File: config.mk
export PLATFORM = sky130hd
export DESIGN_NAME = fba_mem
export DESIGN_NICKNAME = d
export VERILOG_FILES = /design/src/rtl/free_bitmap_allocator_macros.svh /design/src/rtl/fba_mem.sv
export SDC_FILE = /design/constraint.sdc
export NUM_CORES = 2
export LEC_CHECK = 0
export ABC_AREA = 1
export ABC_CLOCK_PERIOD_IN_PS = 9500
export BUFFER_PORTS_ARGS = -buffer_cell sky130_fd_sc_hd__buf_2
export CORE_MARGIN = 3
export CORE_UTILIZATION = 49
export DETAILED_ROUTE_END_ITERATION = 7
export RECOVER_POWER = 100
export SKIP_LAST_GASP = 1
export SLEW_MARGIN = 20
export SYNTH_ARGS = -nofsm -noshare
export SYNTH_HDL_FRONTEND = slang
export SYNTH_SLANG_ARGS = --single-unit
File: constraint.sdc
create_clock -name i_clk -period 9.5 [get_ports i_clk]
set_input_delay 0.475 -clock i_clk [delete_from_list [all_inputs] [get_ports i_clk]]
set_output_delay 0.475 -clock i_clk [all_outputs]
set_load 0.02 [all_outputs]
File: src/rtl/free_bitmap_allocator_macros.svh
// Assertion macros for the free bitmap allocator RTL.
// Included by the modules that carry concurrent assertions; no other dependencies.
`ifndef FREE_BITMAP_ALLOCATOR_MACROS_SVH
`define FREE_BITMAP_ALLOCATOR_MACROS_SVH
`ifndef ASSERT_OFF
`define FBA_ASSERT(lbl, clk, rst_n, prop) \
    lbl: assert property (@(posedge clk) disable iff (!(rst_n)) (prop)) \
        else $error("free_bitmap_allocator assertion failed");
`define FBA_ASSERT_IMPL(lbl, clk, rst_n, ante, cons) \
    lbl: assert property (@(posedge clk) disable iff (!(rst_n)) (ante) |=> (cons)) \
        else $error("free_bitmap_allocator assertion failed");
`else
`define FBA_ASSERT(lbl, clk, rst_n, prop)
`define FBA_ASSERT_IMPL(lbl, clk, rst_n, ante, cons)
`endif
`endif

File: src/rtl/fba_mem.sv
// Bitmap word store: one write port and one registered read port.
// Depends on nothing; the top level sets its depth and widths.
`timescale 1ns / 1ps
module fba_mem #(
    parameter int DEPTH = 64,
    parameter int AW = 6,
    parameter int WB = 64
) (
    input  logic          i_clk,
    input  logic          i_we,
    input  logic [AW-1:0] i_waddr,
    input  logic [WB-1:0] i_wdata,
    input  logic [AW-1:0] i_raddr,
    output logic [WB-1:0] o_rdata
);

    logic [WB-1:0] r_mem [DEPTH];
    logic [WB-1:0] r_rdata;

    always_ff @(posedge i_clk) begin
        if (i_we) begin
            r_mem[i_waddr] <= i_wdata;
        end
        r_rdata <= r_mem[i_raddr];
    end

    assign o_rdata = r_rdata;

endmodule

# After elaboration in Yosys (flattened, before gate mapping)
# Memories as Yosys holds them, arrays and structs flattened. A register that Yosys moved wholly into a read port is not among the register bits.
# Index checks and enable logic that the tools add are counted.
[classes]
n_lt_le_gt_ge = 0
addsub = 0
shift = 0
reduce_logical = 0
mul = 0
muxes = 2
div_mod_pow = 0
n_eq_ne = 0
bitwise_logic = 0
[op_table]
columns = ["op", "count"]
rows = [
  ["1-bit two-way mux", 2],
]
[totals]
latchBits = 0
memories = 1
regBits = 0
elab_cells = 3
mem_bits_rw = 4096
inputBits = 78
output_inout_bits = 64
romBits = 0
[memory_table]
columns = ["memory", "depth", "width", "read_ports", "rd_clocked_by_memory_dff", "wr", "line", "text"]
rows = [
  ["r_mem", 64, 64, 1, 1, 1, "fba_mem.sv:17", "logic [WB-1:0] r_mem [DEPTH];"],
]

# Longest topological paths before layout
[depth]
depth_word = 2
depth_mapped = 13
mapped_depth_nobuf = 9

# Worst setup path after synthesis
# Ideal clock, no wire load.
[synth_path]
kind = "input port to flip-flop"
from = "in i_we"
to = "mem r_mem[48][0], enable pin"
setup_slack_ps = 1743
n_path_buf = 1
required_time_ps = 8854
stages = 3
arrival_ps = 7111
setup_ps = 646
cell_sequence = "clkbuf_1 -> nand4_1 -> nor4_1"
[synth_between]
elab_chain_len = 2
[synth_lines]
columns = ["item", "line", "text"]
rows = [
  ["start, declared", "fba_mem.sv:10", "input logic i_we,"],
  ["1-bit two-way mux", "fba_mem.sv:21", "if (i_we) begin"],
  ["1-bit two-way mux (not written as such)", "fba_mem.sv:22", "r_mem[i_waddr] <= i_wdata;"],
  ["end, declared", "fba_mem.sv:17", ""],
]
# Every way passes these cells.

==> summary.md <==
| Metric | Value |
|---|---|
| Status | finished with violations |
| Failing checks | max-capacitance violations, max-slew violations |
| Sum Neg Setup Slack | 0 ns |
| Tcrit/Tclk final | a little over two thirds |
| Measured slew at the worst slew-check pin | 5.45 ns |
| Worst Path Required | 10.40 ns |
| Row cnt | 212 |
| Gr ovfl total | 0 |
| Leak | between 60 and 70 nW |
| Final Hold Fails | 0 |
| WL final | approximately 530,000 µm |
| Post-route setup slack | 2.83 ns |
| Post-detail-place hpwl | between 200,000 and 300,000 µm |
| CP max stage delay | 2.58 ns |
| Clock latency on the worst-skew pair | between 0.9 and 1 ns |
| Syn avg cell area | between 10 and 15 µm² |
| Setup Buffers After CTS | 0 |
| Number of vias per cell | 6.05 |
| Starting Density | between 40% and 50% |
| Post-synthesis cell area | 165,000 µm² |
| DIE HEIGHT | 587 µm |
| Ys async rst share | 0% |
| # setup viols final | 0 |
| PD cells | 214 nW/µm² |
| Critical path fanouts, max | between 70 and 80 |
| Port Buffers | approximately 140 |
| Sequential share of the synthesized area | 75.2% |
| Detailed Routing Iterations Pass 1 | 8 |
| WS Path Type | in -> reg |
| Fillcell total | 27,900 |
| Skew final | between 0.03 and 0.04 ns |
| Dominant synthesized flop cell | edfxtp_1 |
| Initial DRC count | 15,700 |
| Top cell family by delay on the critical path | buffers and inverters |
| Die width | 587 µm |
| Leading post-synthesis cells by cell area | edfxtp_1 (74%), nand3_1 (12%), nand2_1 (10%) |
| Dpl cells | 17,400 |
| Crit. End Element | register |
| Final slew viol count | 8,448 |
| Post-synth top area share | 74.4% |
| Core area | 335,000 µm² |
| Layout cells sized above 1 | 5.42% |
| I/O pin total | 142 |
| Vias in the first global route | 104,000 |
| Vias | 110,000 |
| Layout Cells excl Fill | around 18,000 |
| Ys Warns | 0 |
| Max cap viols | 221 |
| Synth unique cells | 16 |
| Critical-path cell list | buf_8 -> clkbuf_1 -> clkbuf_1 -> buf_4 -> nand3_1 -> nand3_1 -> nand3_1 -> nand2_1 -> nand2_1 -> nand2_1 |
| RSZ-0062 raised after global routing | false |
| Post-synth EDFFs | 4,096 |
| CP startpoint kind | primary input |
| Clk sink count | 4,160 |
| CTS root buffer | clkbuf_16 |
| DIE AREA | 344,000 µm² |
| Gr usage total | 30.1% |
| First-pass GRT wire length | between 700,000 and 800,000 µm |
| # DRC | 0 |
| Cell count after synthesis | ~13,000 |
| Slowest CP cell | clkbuf_1 |
| Peak Freq | between 0.1 and 0.15 GHz |
| H-tree depth | 5 |
| Worst Hold Class | in -> reg |
| Routed Antenna Nets | 0 |
| CTS clk-pin slew, worst paths | roughly 0.060 ns |
| Pwr Total | 39.0 mW |
| Layout area overhead | 10.2% |
| Crit path DAT | approximately 7.6 ns |
| Total CTS buffers | 418 |
| Slew Limit Headroom | -264% |
| Synth area leader | edfxtp_1 |
| Setup slack at placement | slightly below 5 ns |
| Multi-input logic area | ~36,000 µm² |
| WL/cell | 29.2 µm |
| Worst Path Buf+Inv | 4 |
| Placer Congestion | 0.814 |
| Syn Nets | 13,500 |
| Post-layout min period | 6.67 ns |
| Flops & latches, synth | 4,160 |
| Fin nets | 13,400 |
| Largest net degree at the start of global routing | about 220 |
| Clock buffer depth | 4 |
| Register area | 124,000 µm² |
| CTS tree | yes |
| Initial antenna violation count | 50 |
| Max VDD drop | around 0.20 mV |
==> logic make-up (layout without fill, tap and decap cells) <==
| family | after synthesis | after routing | synth area share, % |
|---|---|---|---|
| flip-flops | 4160 | 4160 | 75.2 |
| other | 0 | 26 | 0 |
| AND/OR/NAND/NOR | 8336 | 8336 | 21.9 |
| buffers and inverters | 909 | 1201 | 2.95 |
==> report_power, final <==
group / internal, mW / leakage [nW] / switching (mW) / total, mW
Sequential: 20.4 / 37.4 / 0.0834 / 20.4
Clock: 9.31 / 6.58 / 6.96 / 16.3
Combinational: 0.502 / 19.2 / 1.76 / 2.27
==> stage by stage <==
| step | hold slack, ns | cell area [µm²] | utilization, % |
|---|---|---|---|
| global placement | 0.777 | 170000 | 50.7 |
| finish | 0.302 | 182000 | 54.4 |
| global route | 0.316 | 182000 | 54.4 |
| floorplan | 0.574 | 165000 | - |
| detailed placement | 0.765 | 170000 | 50.7 |
| CTS | 0.0635 | 183000 | 54.8 |
==> placed cells by master, fill, tap and decap left out <==
cell type,count
nand2_1,4416
edfxtp_1,4096
nand3_1,3847
clkbuf_16,424
clkbuf_1,385
clkinv_2,77
clkinv_1,76
buf_4,65
dfxtp_1,64
nor2_1,45
buf_2,39
bufinv_16,33
clkbuf_8,27
diode_2,26
buf_12,26
inv_6,12
nor2_4,11
nand4_1,9
nor4_1,8
inv_1,6
inv_16,5
clkinv_8,4
clkinvlp_4,4
buf_8,4
inv_8,3
clkinv_16,3
buf_16,3
dlygate4sd3_1,2
buf_6,2
clkinv_4,1
==> per-layer routing <==
layer  wire, µm  share of wire (%)  vias to the layer above  GRT usage [%]
met2     245000                 46                     6360           47.1
li1           -                  -                    47800              -
met4      21800                4.1                       22           11.6
met5        146              0.027                        -              0
met3      55500                 10                     1012           5.67
met1     209000                 39                    55100           42.1
==> final cells by class <==
class	count	area share (%)
antenna	26	0.0357
clock buffer	563	6.26
inverter	12	0.0577
timing repair buffer	414	1.33
sequential	4160	68.2
clock inverter	212	1.10
tap	4494	3.09
multi-input combinational	8336	19.9
==> cell usage after synthesis, types with 9 or more instances <==
master and n:
buf_1 72, buf_2 501, buf_4 134, buf_6 40, clkbuf_1 147, dfxtp_1 64, edfxtp_1 4096, nand2_1 4416
nand3_1 3847, nand4_1 9, nor2_1 56
==> worst min-delay path, cell delays in order <==
cell	delay (ns)
buf_8	0.22
nand3_1	0.20
nand3_1	0.06
nand2_1	0.06
nand2_1	0.06
nand2_1	0.05
==> what timing repair did <==
item	4_1_cts	5_1_grt
hold buffers	2	0
resized for setup	0	0
endpoints found under the hold margin	9	0
==> sequential cells by signal, summed over array words and instances, names as in the netlist <==
signal   cells
r_mem     4096
o_rdata     64
==> path summary, 6_finish.rpt <==
check	end	depth (start not counted)	slack, ns	startpoint
setup / recovery	o_rdata[40]	10	2.83	i_raddr[2]
setup reg to reg	o_rdata[34]	8	7.53	r_mem[33][34]
hold / removal	o_rdata[43]	6	0.30	i_raddr[3]
hold reg to reg	o_rdata[33]	8	0.78	r_mem[8][33]
Note: power is estimated with default switching activity, not from simulation.
