<file path="src/rtl/free_bitmap_allocator_macros.svh">
// Assertion macros for the free bitmap allocator RTL.
// Included by the modules that carry concurrent assertions; no other dependencies.
`ifndef FREE_BITMAP_ALLOCATOR_MACROS_SVH
`define FREE_BITMAP_ALLOCATOR_MACROS_SVH
`ifndef ASSERT_OFF
`define FBA_ASSERT(lbl, clk, rst_n, prop) \
    lbl: assert property (@(posedge clk) disable iff (!(rst_n)) (prop)) \
        else $error("free_bitmap_allocator assertion failed");
`define FBA_ASSERT_IMPL(lbl, clk, rst_n, ante, cons) \
    lbl: assert property (@(posedge clk) disable iff (!(rst_n)) (ante) |=> (cons)) \
        else $error("free_bitmap_allocator assertion failed");
`else
`define FBA_ASSERT(lbl, clk, rst_n, prop)
`define FBA_ASSERT_IMPL(lbl, clk, rst_n, ante, cons)
`endif
`endif

</file>
<file path="src/rtl/fba_pkg.sv">
// Shared types and constants of the free bitmap allocator.
// No dependencies; used by the top level and fba_word_eval.
`timescale 1ns / 1ps
package fba_pkg;

    localparam int WORD_BITS = 64;
    localparam int LSB_BITS = 6;
    localparam int BYTE_BITS = 8;
    localparam int BYTES_PER_WORD = 8;
    localparam int CFG_BITS = 13;
    localparam int IDX_BITS = 12;
    localparam int CNT_BITS = 13;
    localparam int IN_BITS = 16;
    localparam int OUT_BITS = 32;
    localparam logic [CFG_BITS-1:0] BITS_IN_USE_RESET = 13'd4096;

    typedef enum logic [2:0] {
        OP_SET        = 3'd0,
        OP_CLEAR      = 3'd1,
        OP_TEST       = 3'd2,
        OP_FIND_FREE  = 3'd3,
        OP_FIND_SET   = 3'd4,
        OP_COUNT_FREE = 3'd5,
        OP_COUNT_SET  = 3'd6,
        OP_NONE       = 3'd7
    } t_op;

    typedef struct packed {
        logic       hit;
        logic [5:0] lsb;
        logic [6:0] ones;
    } t_eval;

endpackage

</file>
<file path="src/rtl/fba_word_eval.sv">
// Evaluates one bitmap word: lowest matching bit and number of matching bits.
// Depends on fba_pkg for the word geometry and the result struct.
`timescale 1ns / 1ps
module fba_word_eval (
    input  logic [fba_pkg::WORD_BITS-1:0] i_data,
    input  logic [fba_pkg::WORD_BITS-1:0] i_mask,
    input  logic                          i_want,
    output fba_pkg::t_eval                o_eval
);

    always_comb begin
        logic [fba_pkg::WORD_BITS-1:0] m;
        logic [fba_pkg::BYTE_BITS-1:0] byte_v;
        logic [3:0] bcnt [fba_pkg::BYTES_PER_WORD];
        logic [2:0] blow [fba_pkg::BYTES_PER_WORD];
        logic [fba_pkg::BYTES_PER_WORD-1:0] bnz;
        logic [6:0] total;
        logic [5:0] lsb;

        m = (i_want ? i_data : ~i_data) & i_mask;
        for (int b = 0; b < fba_pkg::BYTES_PER_WORD; b++) begin
            byte_v = m[b*fba_pkg::BYTE_BITS +: fba_pkg::BYTE_BITS];
            bcnt[b] = 4'd0;
            blow[b] = 3'd0;
            for (int j = 0; j < fba_pkg::BYTE_BITS; j++) begin
                bcnt[b] = bcnt[b] + 4'(byte_v[j]);
            end
            for (int j = fba_pkg::BYTE_BITS - 1; j >= 0; j--) begin
                if (byte_v[j]) begin
                    blow[b] = 3'(j);
                end
            end
            bnz[b] = |byte_v;
        end
        total = 7'd0;
        lsb = 6'd0;
        for (int b = 0; b < fba_pkg::BYTES_PER_WORD; b++) begin
            total = total + 7'(bcnt[b]);
        end
        for (int b = fba_pkg::BYTES_PER_WORD - 1; b >= 0; b--) begin
            if (bnz[b]) begin
                lsb = {3'(b), blow[b]};
            end
        end
        o_eval.hit = |bnz;
        o_eval.lsb = lsb;
        o_eval.ones = total;
    end

endmodule
</file>
<file path="config.mk">
export PLATFORM = sky130hd
export DESIGN_NAME = fba_word_eval
export DESIGN_NICKNAME = d
export VERILOG_FILES = /design/src/rtl/free_bitmap_allocator_macros.svh /design/src/rtl/fba_pkg.sv /design/src/rtl/fba_word_eval.sv
export SDC_FILE = /design/constraint.sdc
export NUM_CORES = 1
export LEC_CHECK = 0
export BUFFER_PORTS_ARGS = -buffer_cell sky130_fd_sc_hd__buf_2
export CORE_ASPECT_RATIO = 1.75
export CORE_UTILIZATION = 54
export DETAILED_ROUTE_END_ITERATION = 8
export GPL_TIMING_DRIVEN = 0
export PLACE_DENSITY = 0.85
export RECOVER_POWER = 50
export SLEW_MARGIN = 25
export SYNTH_ARGS = -nofsm -noshare
export SYNTH_HDL_FRONTEND = slang
export SYNTH_SLANG_ARGS = --single-unit
</file>
<file path="constraint.sdc">
create_clock -name vclk -period 10.2
set_input_delay 0.51 -clock vclk [all_inputs]
set_output_delay 0.51 -clock vclk [all_outputs]
set_load 0.01 [all_outputs]
</file>
## Word level (Yosys, flattened, before mapping)

Index checks and enable logic that the tools add are counted.
Widths: inputs -> output; s select.

| storage, ports and cells | value |
|---|---|
| bits of input ports | 129 |
| register bits after elaboration | 0 |

| operators by class | value |
|---|---|
| reduce and logical (&&, ||, !) cells | 9 |
| add/sub/neg operators | 63 |
| multiplexer cells | 73 |
| bitwise gates (word level) | 2 |

Operator list:

| operator | number |
|---|---|
| $mux 3 | 64 |
| $add 4x1->4 | 32 |
| $and 64x64->64 | 1 |
| $mux 64 | 1 |
| $not 64->64 | 1 |
| $reduce_or 64->1 | 1 |
| $reduce_or 8->1 | 8 |
| $mux 6 | 8 |
| $add 3x1->4 | 8 |
| $add 7x4->7 | 4 |
| $add 2x1->3 | 8 |
| $add 1x1->2 | 8 |
| $add 6x4->7 | 1 |
| $add 5x4->6 | 1 |
| $add 4x4->5 | 1 |

## Logic depth before layout (Yosys ltp)

| depth | value |
|---|---|
| depth after elaboration | 19 |
| depth in mapped cells | 28 |
| mapped depth without buffers | 23 |

## Worst setup path after synthesis

Ideal clock, no wire load.

| timing | value |
|---|---|
| kind | input -> output |
| start | input port i_want |
| end | output port o_eval[6] in the netlist's numbering |
| arrival | 7,136 ps |
| slack | 2,554 ps |
| path buffers | 6 |
| stages on the path | 26 |
| cells stage by stage | buf_6 > buf_4 > buf_4 > buf_4 > buf_4 > buf_4 > xnor2_1 > nand2_1 > fa_1 > inv_1 > fa_1 > fa_1 > inv_1 > fa_1 > inv_1 > fa_1 > fa_1 > fa_1 > fa_1 > ha_1 > fa_1 > a21o_1 > a21oi_1 > inv_1 > a21oi_1 > o21bai_1 |

RTL lines:

| item | line | RTL |
|---|---|---|
| from (decl) | fba_word_eval.sv:7 | `input logic i_want,` |
| to (decl) | fba_word_eval.sv:8 | `output fba_pkg::t_eval o_eval` |

==> flow_metrics.py <==
metrics = {
    "global_route": {
        "first_global_vias": 4784,
        "gr-total-overflow": 0,
        "grt_max_degree": 11,
        "antenna_found_initial": 0,
        "groute.usage.overall_pct": 37.9,
        "grt_first_pass_wirelength_um": 22900,
    },
    "setup_path": {
        "critPathSlowestCell": "clkbuf_1",
        "worstPathRequired_ns": 9.69,
        "critical_path.max_fanout": 10,
        "critical_path.most_common_cell": "fa_1",
        "cpPeakStageDelay_ns": 0.69,
        "cp.arrival_ns": 8.55,
        "end_kind": "output pin",
        "critPathBufInv": 10,
        "cp_top_family": "adder cells",
        "start_kind": "primary input",
        "crit_type": "in2out",
    },
    "die": {
        "die_area_mm2": 0.00823,
        "io_pins": 143,
        "initial_core_util_pct": 56.1,
        "core_area_mm2": 0.00757,
        "die_w_um": 69.0,
        "placementRows": 42,
        "die_height_um": 119,
    },
    "synth": {
        "synth.distinct_cells": 52,
        "syn_area_mm2": 0.00424,
        "yosysWarningCount": 0,
        "syn-num-nets": 742,
        "syn_area_per_cell_um2": 7.83,
        "synth-seq-area-share_pct": 0,
        "syn_inst": 542,
    },
    "cts": {
        "cts_hold_buf": 0,
        "post_cts_buffers": 0,
        "cts_resized": 0,
    },
    "cells_and_area": {
        "multi_input_area_mm2": 0.00375,
        "area_growth_pct": 19.2,
        "seq_cells": 0,
        "seq_area_um2": 0,
        "n_fill_cell": 669,
        "n_clock_buffer": 0,
        "num_antenna_cells": 0,
        "layout-drive-gt1-share_pct": 24.4,
        "mostFrequentLayoutCell": "buf_2",
        "final_cell_mix": "140 x buf_2, 96 x inv_1, 54 x fa_1",
        "finalNetCount": 886,
    },
    "power": {
        "p_leak_nw": 2.57,
        "p_per_area_mw_per_mm2": 430,
        "max-vdd-ir-drop_mv": 1.54,
    },
    "timing": {
        "setup_tns_ns": 0,
        "rsz0062_at_grt": "false",
        "hold_slack_ns": 1.57,
        "drv_slew": 0,
        "worst_pin_slew_ns": 0.881,
        "setup_violations": 0,
        "max_freq_mhz": 110,
        "slew_headroom_pct": 41.3,
        "period_needed_ns": 9.06,
        "min_period_over_period_pct": 88.8,
        "finalHoldViolCount": 0,
    },
    "hold_path": {
        "hold_class": "in2out",
    },
    "route": {
        "drt-initial-drc-count": 319,
        "vias": 4769,
        "avgRoutedWirePerCell_um": 19.3,
        "first_pass_iters": 5,
        "avgViaCountPerCell": 6.18,
        "drc": 0,
        "drt-total-wl_um": 14900,
        "ant_nets": 0,
    },
    "flow_run": {
        "maxCapViolCount": 0,
    },
    "placement": {
        "dpl.hpwl_um": 12800,
        "port-buffer-count": 142,
        "gp_congestion": 0.973,
    },
    "status": {
        "status": "finished clean",
    },
}
## through the flow
stage | setup slack (ns) | power [mW] | instance area (um^2) | util [%] | std cells
3_5_place_dp | 1.68 | 2.19 | 5060 | 66.9 | 772
6_report | 1.14 | 2.17 | 5050 | 66.8 | 772
3_3_place_gp | 1.81 | 2.06 | 5060 | 66.9 | 772
2_1_floorplan | 2.55 | 1.57 | 4240 | - | 542
4_1_cts | 1.67 | 2.20 | 5060 | 66.9 | 772
5_1_grt | 0.856 | 2.46 | 5050 | 66.8 | 772
## synthesized netlist by cell type (all sizes together) (4+ instances only)
library cell	count	share of area, %
nor2	25	2.2
nor3	11	1.3
o21ai	15	1.8
nand3	8	0.94
a21oi	18	2.1
nor4	5	0.74
a211oi	9	1.6
fa	54	25
ha	17	5.0
a211o	4	0.83
a221oi	14	3.3
inv	97	8.6
buf	14	2.9
o22ai	10	1.5
or2	8	1.2
a221o	16	3.8
a22oi	10	1.8
a21o	6	1.1
nor2b	13	1.9
xor2	18	3.7
nand2b	5	0.74
nand2	41	3.6
o221ai	10	2.1
o211ai	5	0.89
and2	26	3.8
xnor2	43	8.9
a21boi	8	1.4
## logic make-up after synthesis
| family | after synthesis | share of synthesized area (%) |
|---|---|---|
| simple gates | 150 | 18.1 |
| compound gates | 149 | 27.2 |
| buf+inv | 111 | 11.6 |
| fa+ha+maj | 71 | 30.5 |
| xor+xnor | 61 | 12.6 |
## final cells by class
type	count	share of cell area (%)
inverter	97	7.25
tap	88	2.18
multi-input combinational	431	74.2
timing repair buffer	142	14.0
buffer	14	2.40
## final timing paths
path / depth (start not counted) / slack, ns / start / to
max: 26 / 1.14 / i_want / o_eval[6]
min: 5 / 1.57 / i_mask[2] / o_eval[0]
## layer usage
layer / global-route usage [%] / wire, um
met1: 39.9 / 5000
met2: 63.6 / 7670
met4: 26.0 / 1070
met3: 7.95 / 1140
met5: 0 / 0
## power by group
part           switching, mW  internal, mW
clock network              0             0
logic                   1.18         0.996
registers                  0             0
total                   1.18         0.996
(Power assumes the default switching activity.)
